[config.mk]
export PLATFORM = sky130hd
export DESIGN_NAME = id_length_message_deframer_unit
export DESIGN_NICKNAME = d
export VERILOG_FILES = /design/src/sv/idlmd_pkg.sv /design/src/sv/idlmd_front.sv /design/src/sv/idlmd_queue.sv /design/src/sv/idlmd_back.sv /design/src/sv/id_length_message_deframer_unit.sv
export SDC_FILE = /design/constraint.sdc
export NUM_CORES = 1
export LEC_CHECK = 0
export ABC_AREA = 1
export ABC_CLOCK_PERIOD_IN_PS = 4700
export CAP_MARGIN = 20
export CORE_MARGIN = 2
export CORE_UTILIZATION = 33
export DETAILED_ROUTE_END_ITERATION = 6
export DONT_BUFFER_PORTS = 1
export MAX_ROUTING_LAYER = met4
export PLACE_DENSITY = 0.43
export SLEW_MARGIN = 20
export SYNTH_ARGS = -nofsm -noshare
export SYNTH_HDL_FRONTEND = slang
export SYNTH_HIERARCHICAL = 1
export SYNTH_SLANG_ARGS = --single-unit
export TNS_END_PERCENT = 5
[constraint.sdc]
create_clock -name clk -period 4.7 [get_ports clk]
set_input_delay 0.705 -clock clk [delete_from_list [all_inputs] [get_ports clk]]
set_output_delay 0.705 -clock clk [all_outputs]
set_load 0.05 [all_outputs]
[src/sv/idlmd_pkg.sv]
`default_nettype none

package idlmd_pkg;

    localparam int NUM_SLOTS  = 4;
    localparam int REG_SLOTS  = 4;
    localparam int BYTE_W     = 8;
    localparam int REG_W      = 16;
    localparam int SLOT_W     = 2;
    localparam int CFG_IDX_W  = 3;
    localparam int QUEUE_DEPTH = 4;
    localparam int QPTR_W     = 2;
    localparam int QCNT_W     = 3;

    localparam logic [REG_W-1:0] MIN_LEN = REG_W'(2);

    // what one queued entry turns into on the output side
    typedef enum logic [1:0] {
        ENT_MSG,
        ENT_UNEXP,
        ENT_PAIR
    } entry_kind_t;

    typedef struct packed {
        entry_kind_t       kind;
        logic [BYTE_W-1:0] byte0;
        logic [BYTE_W-1:0] byte1;
        logic [SLOT_W-1:0] slot;
        logic              last;
    } entry_t;

    typedef struct packed {
        logic full;
        logic empty;
    } queue_status_t;

endpackage

`default_nettype wire

[src/sv/idlmd_front.sv]
`default_nettype none

module idlmd_front
    import idlmd_pkg::*;
(
    input  wire logic                 clk,
    input  wire logic                 rst_n,
    input  wire logic [BYTE_W-1:0]    rx_byte,
    input  wire logic                 in_valid,
    output logic                      in_stall,
    input  wire logic                 cfg_we,
    input  wire logic [CFG_IDX_W-1:0] cfg_index,
    input  wire logic [REG_W-1:0]     cfg_data,
    input  wire queue_status_t        q_status,
    output logic                      push,
    output entry_t                    push_entry
);

    logic [REG_W-1:0]  slot_id_reg  [REG_SLOTS];
    logic [REG_W-1:0]  slot_len_reg [REG_SLOTS];

    logic [BYTE_W-1:0] held_byte_reg, held_byte_next;
    logic              held_valid_reg, held_valid_next;
    logic              in_msg_reg, in_msg_next;
    logic [SLOT_W-1:0] cur_slot_reg, cur_slot_next;
    logic [REG_W-1:0]  remaining_reg, remaining_next;

    logic              accept;
    logic              hit_found;
    logic [SLOT_W-1:0] hit_idx;
    logic [REG_W-1:0]  hit_len;
    logic [REG_W-1:0]  rx_id;

    assign in_stall = q_status.full;
    assign accept   = in_valid && !in_stall;
    assign rx_id    = {rx_byte, held_byte_reg};

    // slot registers
    always_ff @(posedge clk or negedge rst_n)
    begin
        if (!rst_n)
        begin
            for (int k = 0; k < REG_SLOTS; k++)
            begin
                slot_id_reg[k]  <= '0;
                slot_len_reg[k] <= '0;
            end
        end
        else if (cfg_we)
        begin
            if (cfg_index[0])
                slot_len_reg[cfg_index[CFG_IDX_W-1:1]] <= cfg_data;
            else
                slot_id_reg[cfg_index[CFG_IDX_W-1:1]] <= cfg_data;
        end
    end

    // parallel id compare, lowest enabled slot wins
    always_comb
    begin
        hit_found = 1'b0;
        hit_idx   = '0;
        for (int k = NUM_SLOTS - 1; k >= 0; k--)
        begin
            if (slot_len_reg[k] >= MIN_LEN && slot_id_reg[k] == rx_id)
            begin
                hit_found = 1'b1;
                hit_idx   = SLOT_W'(k);
            end
        end
    end

    assign hit_len = slot_len_reg[hit_idx];

    always_comb
    begin
        held_byte_next  = held_byte_reg;
        held_valid_next = held_valid_reg;
        in_msg_next     = in_msg_reg;
        cur_slot_next   = cur_slot_reg;
        remaining_next  = remaining_reg;
        push            = 1'b0;
        push_entry.kind  = ENT_MSG;
        push_entry.byte0 = rx_byte;
        push_entry.byte1 = rx_byte;
        push_entry.slot  = cur_slot_reg;
        push_entry.last  = 1'b0;
        if (accept)
        begin
            if (in_msg_reg)
            begin
                push            = 1'b1;
                push_entry.last = (remaining_reg <= REG_W'(1));
                if (remaining_reg != '0)
                    remaining_next = remaining_reg - REG_W'(1);
                if (remaining_reg <= REG_W'(1))
                    in_msg_next = 1'b0;
            end
            else if (!held_valid_reg)
            begin
                held_byte_next  = rx_byte;
                held_valid_next = 1'b1;
            end
            else if (hit_found)
            begin
                push             = 1'b1;
                push_entry.kind  = ENT_PAIR;
                push_entry.byte0 = held_byte_reg;
                push_entry.slot  = hit_idx;
                push_entry.last  = (hit_len == MIN_LEN);
                held_valid_next  = 1'b0;
                held_byte_next   = '0;
                cur_slot_next    = hit_idx;
                if (hit_len > MIN_LEN)
                begin
                    remaining_next = hit_len - MIN_LEN;
                    in_msg_next    = 1'b1;
                end
                else
                begin
                    remaining_next = '0;
                    in_msg_next    = 1'b0;
                end
            end
            else
            begin
                push             = 1'b1;
                push_entry.kind  = ENT_UNEXP;
                push_entry.byte0 = held_byte_reg;
                push_entry.slot  = '0;
                held_byte_next   = rx_byte;
            end
        end
    end

    always_ff @(posedge clk or negedge rst_n)
    begin
        if (!rst_n)
        begin
            held_byte_reg  <= '0;
            held_valid_reg <= 1'b0;
            in_msg_reg     <= 1'b0;
            cur_slot_reg   <= '0;
            remaining_reg  <= '0;
        end
        else
        begin
            held_byte_reg  <= held_byte_next;
            held_valid_reg <= held_valid_next;
            in_msg_reg     <= in_msg_next;
            cur_slot_reg   <= cur_slot_next;
            remaining_reg  <= remaining_next;
        end
    end

`ifndef SYNTHESIS
    a_msg_has_count: assert property (@(posedge clk) disable iff (!rst_n)
        in_msg_reg |-> remaining_reg != '0)
        else $error("message active with zero bytes remaining");

    a_no_hold_in_msg: assert property (@(posedge clk) disable iff (!rst_n)
        in_msg_reg |-> !held_valid_reg)
        else $error("byte held while inside a message");
`endif

endmodule

`default_nettype wire

[src/sv/idlmd_queue.sv]
`default_nettype none

module idlmd_queue
    import idlmd_pkg::*;
(
    input  wire logic   clk,
    input  wire logic   rst_n,
    input  wire logic   push,
    input  wire entry_t push_entry,
    input  wire logic   pop,
    output entry_t      head,
    output queue_status_t status
);

    entry_t             mem_reg [QUEUE_DEPTH];
    logic [QPTR_W-1:0]  wr_ptr_reg, wr_ptr_next;
    logic [QPTR_W-1:0]  rd_ptr_reg, rd_ptr_next;
    logic [QCNT_W-1:0]  count_reg, count_next;
    logic               do_push;
    logic               do_pop;

    assign status.full  = (count_reg == QCNT_W'(QUEUE_DEPTH));
    assign status.empty = (count_reg == '0);
    assign do_push      = push && !status.full;
    assign do_pop       = pop && !status.empty;
    assign head         = mem_reg[rd_ptr_reg];

    always_comb
    begin
        wr_ptr_next = do_push ? wr_ptr_reg + QPTR_W'(1) : wr_ptr_reg;
        rd_ptr_next = do_pop  ? rd_ptr_reg + QPTR_W'(1) : rd_ptr_reg;
        count_next  = count_reg;
        if (do_push && !do_pop)
            count_next = count_reg + QCNT_W'(1);
        else if (do_pop && !do_push)
            count_next = count_reg - QCNT_W'(1);
    end

    always_ff @(posedge clk)
    begin
        if (do_push)
            mem_reg[wr_ptr_reg] <= push_entry;
    end

    always_ff @(posedge clk or negedge rst_n)
    begin
        if (!rst_n)
        begin
            wr_ptr_reg <= '0;
            rd_ptr_reg <= '0;
            count_reg  <= '0;
        end
        else
        begin
            wr_ptr_reg <= wr_ptr_next;
            rd_ptr_reg <= rd_ptr_next;
            count_reg  <= count_next;
        end
    end

`ifndef SYNTHESIS
    a_no_push_full: assert property (@(posedge clk) disable iff (!rst_n)
        status.full |-> !push)
        else $error("entry pushed into full queue");
`endif

endmodule

`default_nettype wire

[src/sv/idlmd_back.sv]
`default_nettype none

module idlmd_back
    import idlmd_pkg::*;
(
    input  wire logic          clk,
    input  wire logic          rst_n,
    input  wire entry_t        head,
    input  wire queue_status_t q_status,
    output logic               pop,
    output logic               out_valid,
    input  wire logic          out_stall,
    output logic [BYTE_W-1:0]  out_byte,
    output logic               is_unexpected,
    output logic [SLOT_W-1:0]  slot_index,
    output logic               first_of_message,
    output logic               last_of_message
);

    logic              valid_reg, valid_next;
    logic              second_reg, second_next;
    logic [BYTE_W-1:0] byte_reg, byte_next;
    logic              unexp_reg, unexp_next;
    logic [SLOT_W-1:0] slot_reg, slot_next;
    logic              first_reg, first_next;
    logic              last_reg, last_next;
    logic              out_free;
    logic              load;

    assign out_free = !valid_reg || !out_stall;
    assign load     = out_free && !q_status.empty;

    always_comb
    begin
        valid_next  = valid_reg && out_stall;
        second_next = second_reg;
        pop         = 1'b0;
        byte_next   = byte_reg;
        unexp_next  = unexp_reg;
        slot_next   = slot_reg;
        first_next  = first_reg;
        last_next   = last_reg;
        if (load)
        begin
            valid_next = 1'b1;
            unique case (head.kind)
                ENT_MSG:
                begin
                    pop        = 1'b1;
                    byte_next  = head.byte0;
                    unexp_next = 1'b0;
                    slot_next  = head.slot;
                    first_next = 1'b0;
                    last_next  = head.last;
                end
                ENT_UNEXP:
                begin
                    pop        = 1'b1;
                    byte_next  = head.byte0;
                    unexp_next = 1'b1;
                    slot_next  = '0;
                    first_next = 1'b0;
                    last_next  = 1'b0;
                end
                ENT_PAIR:
                begin
                    unexp_next = 1'b0;
                    slot_next  = head.slot;
                    if (!second_reg)
                    begin
                        byte_next   = head.byte0;
                        first_next  = 1'b1;
                        last_next   = 1'b0;
                        second_next = 1'b1;
                    end
                    else
                    begin
                        pop         = 1'b1;
                        byte_next   = head.byte1;
                        first_next  = 1'b0;
                        last_next   = head.last;
                        second_next = 1'b0;
                    end
                end
                default:
                begin
                    pop        = 1'b1;
                    valid_next = 1'b0;
                end
            endcase
        end
    end

    always_ff @(posedge clk or negedge rst_n)
    begin
        if (!rst_n)
        begin
            valid_reg  <= 1'b0;
            second_reg <= 1'b0;
        end
        else
        begin
            valid_reg  <= valid_next;
            second_reg <= second_next;
        end
    end

    always_ff @(posedge clk)
    begin
        byte_reg  <= byte_next;
        unexp_reg <= unexp_next;
        slot_reg  <= slot_next;
        first_reg <= first_next;
        last_reg  <= last_next;
    end

    assign out_valid        = valid_reg;
    assign out_byte         = byte_reg;
    assign is_unexpected    = unexp_reg;
    assign slot_index       = slot_reg;
    assign first_of_message = first_reg;
    assign last_of_message  = last_reg;

`ifndef SYNTHESIS
    a_second_has_pair: assert property (@(posedge clk) disable iff (!rst_n)
        second_reg |-> !q_status.empty && head.kind == ENT_PAIR)
        else $error("second id byte pending without a pair at the head");
`endif

endmodule

`default_nettype wire

[src/sv/id_length_message_deframer_unit.sv]
// path: a byte that yields a result is written into the queue, then loaded into the registered
//   output stage that drives out_valid; the second id byte of a match follows the first
// throughput: one input word per cycle while the queue is not full; the output stage drains one
//   word per cycle while out_stall is low, and an id match gives two output words from one entry
// reset: rst_n async active low clears slot registers, search state, queue and output valid
`default_nettype none

module id_length_message_deframer_unit
    import idlmd_pkg::*;
(
    input  wire logic                 clk,
    input  wire logic                 rst_n,
    // input channel
    input  wire logic                 in_valid,
    output logic                      in_stall,
    input  wire logic [BYTE_W-1:0]    rx_byte,
    // output channel
    output logic                      out_valid,
    input  wire logic                 out_stall,
    output logic [BYTE_W-1:0]         out_byte,
    output logic                      is_unexpected,
    output logic [SLOT_W-1:0]         slot_index,
    output logic                      first_of_message,
    output logic                      last_of_message,
    // configuration write port
    input  wire logic                 cfg_we,
    input  wire logic [CFG_IDX_W-1:0] cfg_index,
    input  wire logic [REG_W-1:0]     cfg_data
);

    // front to queue
    logic          push;
    entry_t        push_entry;
    // queue to back
    entry_t        head;
    queue_status_t q_status;
    logic          pop;

    // front: holds the search state and the slot table, classifies each
    // received word as message data, an id match or an unexpected byte
    idlmd_front u_front (
        .clk        (clk),
        .rst_n      (rst_n),
        .rx_byte    (rx_byte),
        .in_valid   (in_valid),
        .in_stall   (in_stall),
        .cfg_we     (cfg_we),
        .cfg_index  (cfg_index),
        .cfg_data   (cfg_data),
        .q_status   (q_status),
        .push       (push),
        .push_entry (push_entry)
    );

    // short queue of classified entries, input stalls only when it is full
    idlmd_queue u_queue (
        .clk        (clk),
        .rst_n      (rst_n),
        .push       (push),
        .push_entry (push_entry),
        .pop        (pop),
        .head       (head),
        .status     (q_status)
    );

    // back: expands each entry into one or two output words through a
    // registered output stage
    idlmd_back u_back (
        .clk              (clk),
        .rst_n            (rst_n),
        .head             (head),
        .q_status         (q_status),
        .pop              (pop),
        .out_valid        (out_valid),
        .out_stall        (out_stall),
        .out_byte         (out_byte),
        .is_unexpected    (is_unexpected),
        .slot_index       (slot_index),
        .first_of_message (first_of_message),
        .last_of_message  (last_of_message)
    );

endmodule

`default_nettype wire
==> impl_metrics.env <==
export IMPL_status="complete, but fails checks"
export IMPL_violations="hold timing"
export IMPL_drc_errors=0
export IMPL_antenna_left=0
export IMPL_cts_tree="done"
export IMPL_wl_um=40800
export IMPL_fin_crit_sh_pct=76.5
export IMPL_syn_area_sq_um=13900
export IMPL_slew_headroom_pct=35.2
export IMPL_report_final_setup_viol=0
export IMPL_boundaryPins=47
export IMPL_dp_cells=2194
export IMPL_synthTopCellsByArea="dfrtp_1 (30%), edfxtp_1 (21%), nand2_1 (14%)"
export IMPL_die_w_um=210
export IMPL_clock_fmax_mhz=278
export IMPL_synth_ff_type="dfrtp_1"
export IMPL_hold_buffers=1
export IMPL_drv_cap=0
export IMPL_rsz0062_at_grt="false"
export IMPL_cts_buffer_depth=3
export IMPL_syn_inst=1712
export IMPL_r2r_cells=18
export IMPL_crit_path_end_kind="flop"
export IMPL_final_setup_tns_ns=0
export IMPL_wl_per_cell_um=18.1
export IMPL_grt_remaining_overflow=0
export IMPL_cp_start_kind="flop"
export IMPL_grt_use_total_pct=19.7
export IMPL_crit_path_start="u_front/held_byte_reg[0]$_DFFE_PN0P_"
export IMPL_finalClockSkew_ns=0.0112
export IMPL_yosysMostFrequentCell="nand2_1"
export IMPL_ys_warnings_count=6
export IMPL_vias_per_cell=4.79
export IMPL_clk_latency_ns=0.55
export IMPL_n_antenna_cell=0
export IMPL_grt_pass1_wl_um=64000
export IMPL_postSynthNetCount=1758
export IMPL_synthArstFlopShare_pct=63.0
export IMPL_final_max_slew_viol_count=0
export IMPL_finalWorstSetupSlack_ns=1.10
export IMPL_reg2reg_to="u_front/remaining_reg[1]$_DFFE_PN0P_"
export IMPL_drt_first_pass_iters=5
export IMPL_synth_avg_cell_area_sq_um=8.14
export IMPL_grt_max_degree=166
export IMPL_post_cts_repair_setup_buffers=0
export IMPL_die_area_sq_um=43900
export IMPL_first_iter_violations=685
export IMPL_irDropWorstVdd_v=0.000248
export IMPL_regToRegStartpoint="u_front/held_byte_reg[0]$_DFFE_PN0P_"
export IMPL_synthTopCellsByCount="nand2_1 (526), nor2_1 (189), inv_1 (173), dfrtp_1 (165), o21ai_0 (140)"
export IMPL_rows=75
export IMPL_io_buffer_count=0
export IMPL_num_vias=10800
export IMPL_hpwl_um=28700
export IMPL_postLayoutCoreUtil_pct=36.9
export IMPL_htree_levels=2
export IMPL_die_h_um=210
export IMPL_cts_buffers=35
export IMPL_hp_class="input port to asynchronous set/reset pin"
export IMPL_synth_top_area_share_pct=29.6
export IMPL_fp_coreArea_sq_um=41900
export IMPL_power_density_nw_per_um2=591
export IMPL_reg2reg_setup_slack_ns=1.10
export IMPL_largest_reg_flops=84
export IMPL_worstMarginPinSlew_ns=0.969
export IMPL_arrival_ns=4.07
export IMPL_yosysUniqueCellTypes=46
export IMPL_cellLeakagePower_nw=7.10
export IMPL_grt_pass1_vias=10500
export IMPL_cts_num_sinks=262
export IMPL_drive_gt1_share_pct=9.70
export IMPL_nNetsFinal=1741
export IMPL_synth_edf_count=97
export IMPL_layout_cells_non_filler=2260
export IMPL_initial_core_util_pct=33.3
export IMPL_cts_resized=0
export IMPL_cts_clk_slew_worst_paths_ns=0.06
export IMPL_min_period_ns=3.60
export IMPL_ys_seq_area_share_pct=50.5
export IMPL_area_growth_pct=10.9
export IMPL_crit_fanout=14
export IMPL_postLayoutCellArea_sq_um=15500
export IMPL_holdWs_ns=-0.00122
export IMPL_nFillCells=4415
export IMPL_gp_congestion=0.865
export IMPL_finalHoldViolations=1
export IMPL_antenna_found_initial=1
export IMPL_critPathRequiredTime_ns=5.17
export IMPL_crit_end="u_front/remaining_reg[1]$_DFFE_PN0P_"
export IMPL_cts_root_buf="clkbuf_16"
export IMPL_pre_cts_ws_ns=1.05
export IMPL_synth_seq_cells=262
export IMPL_yosysTopAreaCell="dfrtp_1"
export IMPL_place_area_sq_um=14300
export IMPL_path_class="flop to flop"
## cell type report
type	count	area [sq um]	share of cell area [%]
clock buffers	50	982	6.35
flip-flops and latches	262	7040	45.6
multi-input cells	1185	5730	37.1
well taps	539	674	4.36
clock inverters	13	111	0.720
repair buffers	20	198	1.28
inverters	191	717	4.64
## stage by stage
stage	hold WS [ns]	power, mW
5_1_grt	0.00239	9.84
3_3_place_gp	0.418	6.62
3_5_place_dp	0.418	6.64
4_1_cts	0.216	9.27
6_report	-0.00122	9.14
2_1_floorplan	0.409	5.86
## worst min path at each step
stage                     depth (start not counted)                               to
after floorplan                                   0       u_back/out_valid$_DFF_PN0_
after global placement                            0    u_back/second_reg$_DFFE_PN0P_
after detailed placement                          0    u_back/second_reg$_DFFE_PN0P_
after CTS                                         0  u_queue/mem_reg[2][6]$_DFFE_PP_
after global routing                              1    u_back/second_reg$_DFFE_PN0P_
final                                             1    u_back/second_reg$_DFFE_PN0P_
## worst max-delay path, cell delays in order, from the launching register on
cell and delay (ns):
dfrtp_1 0.53, inv_2 0.14, nand2_1 0.08, nand2_1 0.07, inv_1 0.11, nand2_1 0.06
nor2_1 0.12, nand2_1 0.10, o21ai_2 0.27, nand3_1 0.51, nand3_1 0.40, nand2_1 0.13
nand2_1 0.08, inv_1 0.06, nand3_2 0.08, nor2_4 0.05, a21oi_4 0.45, nand2_1 0.11
a21oi_1 0.15
## where the power goes
part           total [mW]  internal (mW)  leakage, nW  switching (mW)
clock                2.54           1.47        0.526            1.07
sequential           3.74           3.03         2.92           0.709
combinational        2.86          0.948         3.65            1.91
## placed cells by master, fill, tap and decap left out, types with 13 or more instances in the layout
cell type | Yosys | layout
edfxtp_1 | 97 | 97
o21ai_0 | 140 | 140
nor2_1 | 189 | 185
nand4_1 | 18 | 18
inv_2 | 17 | 17
nand2_2 | 25 | 25
o211ai_2 | 21 | 21
buf_4 | 14 | 17
dfrtp_1 | 165 | 165
xor2_1 | 26 | 26
clkbuf_16 | 0 | 35
nand3_1 | 97 | 97
inv_1 | 173 | 173
nand2_1 | 526 | 526
o211ai_1 | 21 | 21
ha_1 | 13 | 13
a21oi_1 | 33 | 33
## cell families after synthesis
logic type | Yosys count | synth area share, %
simple gates | 895 | 26.8
buf+inv | 265 | 8.47
flops | 262 | 50.5
compound gates | 244 | 10.9
xor+xnor | 32 | 2.01
fa+ha+maj | 14 | 1.31
## per-layer routing
layer,vias to the layer above,GRT usage [%],wire length (um)
met5,-,-,0
met4,0,6.48,1190
met2,200,29.2,17700
li1,5480,-,-
met1,5081,27.5,20200
met3,70,3.31,1720
Note: power is estimated with default switching activity, not from simulation.
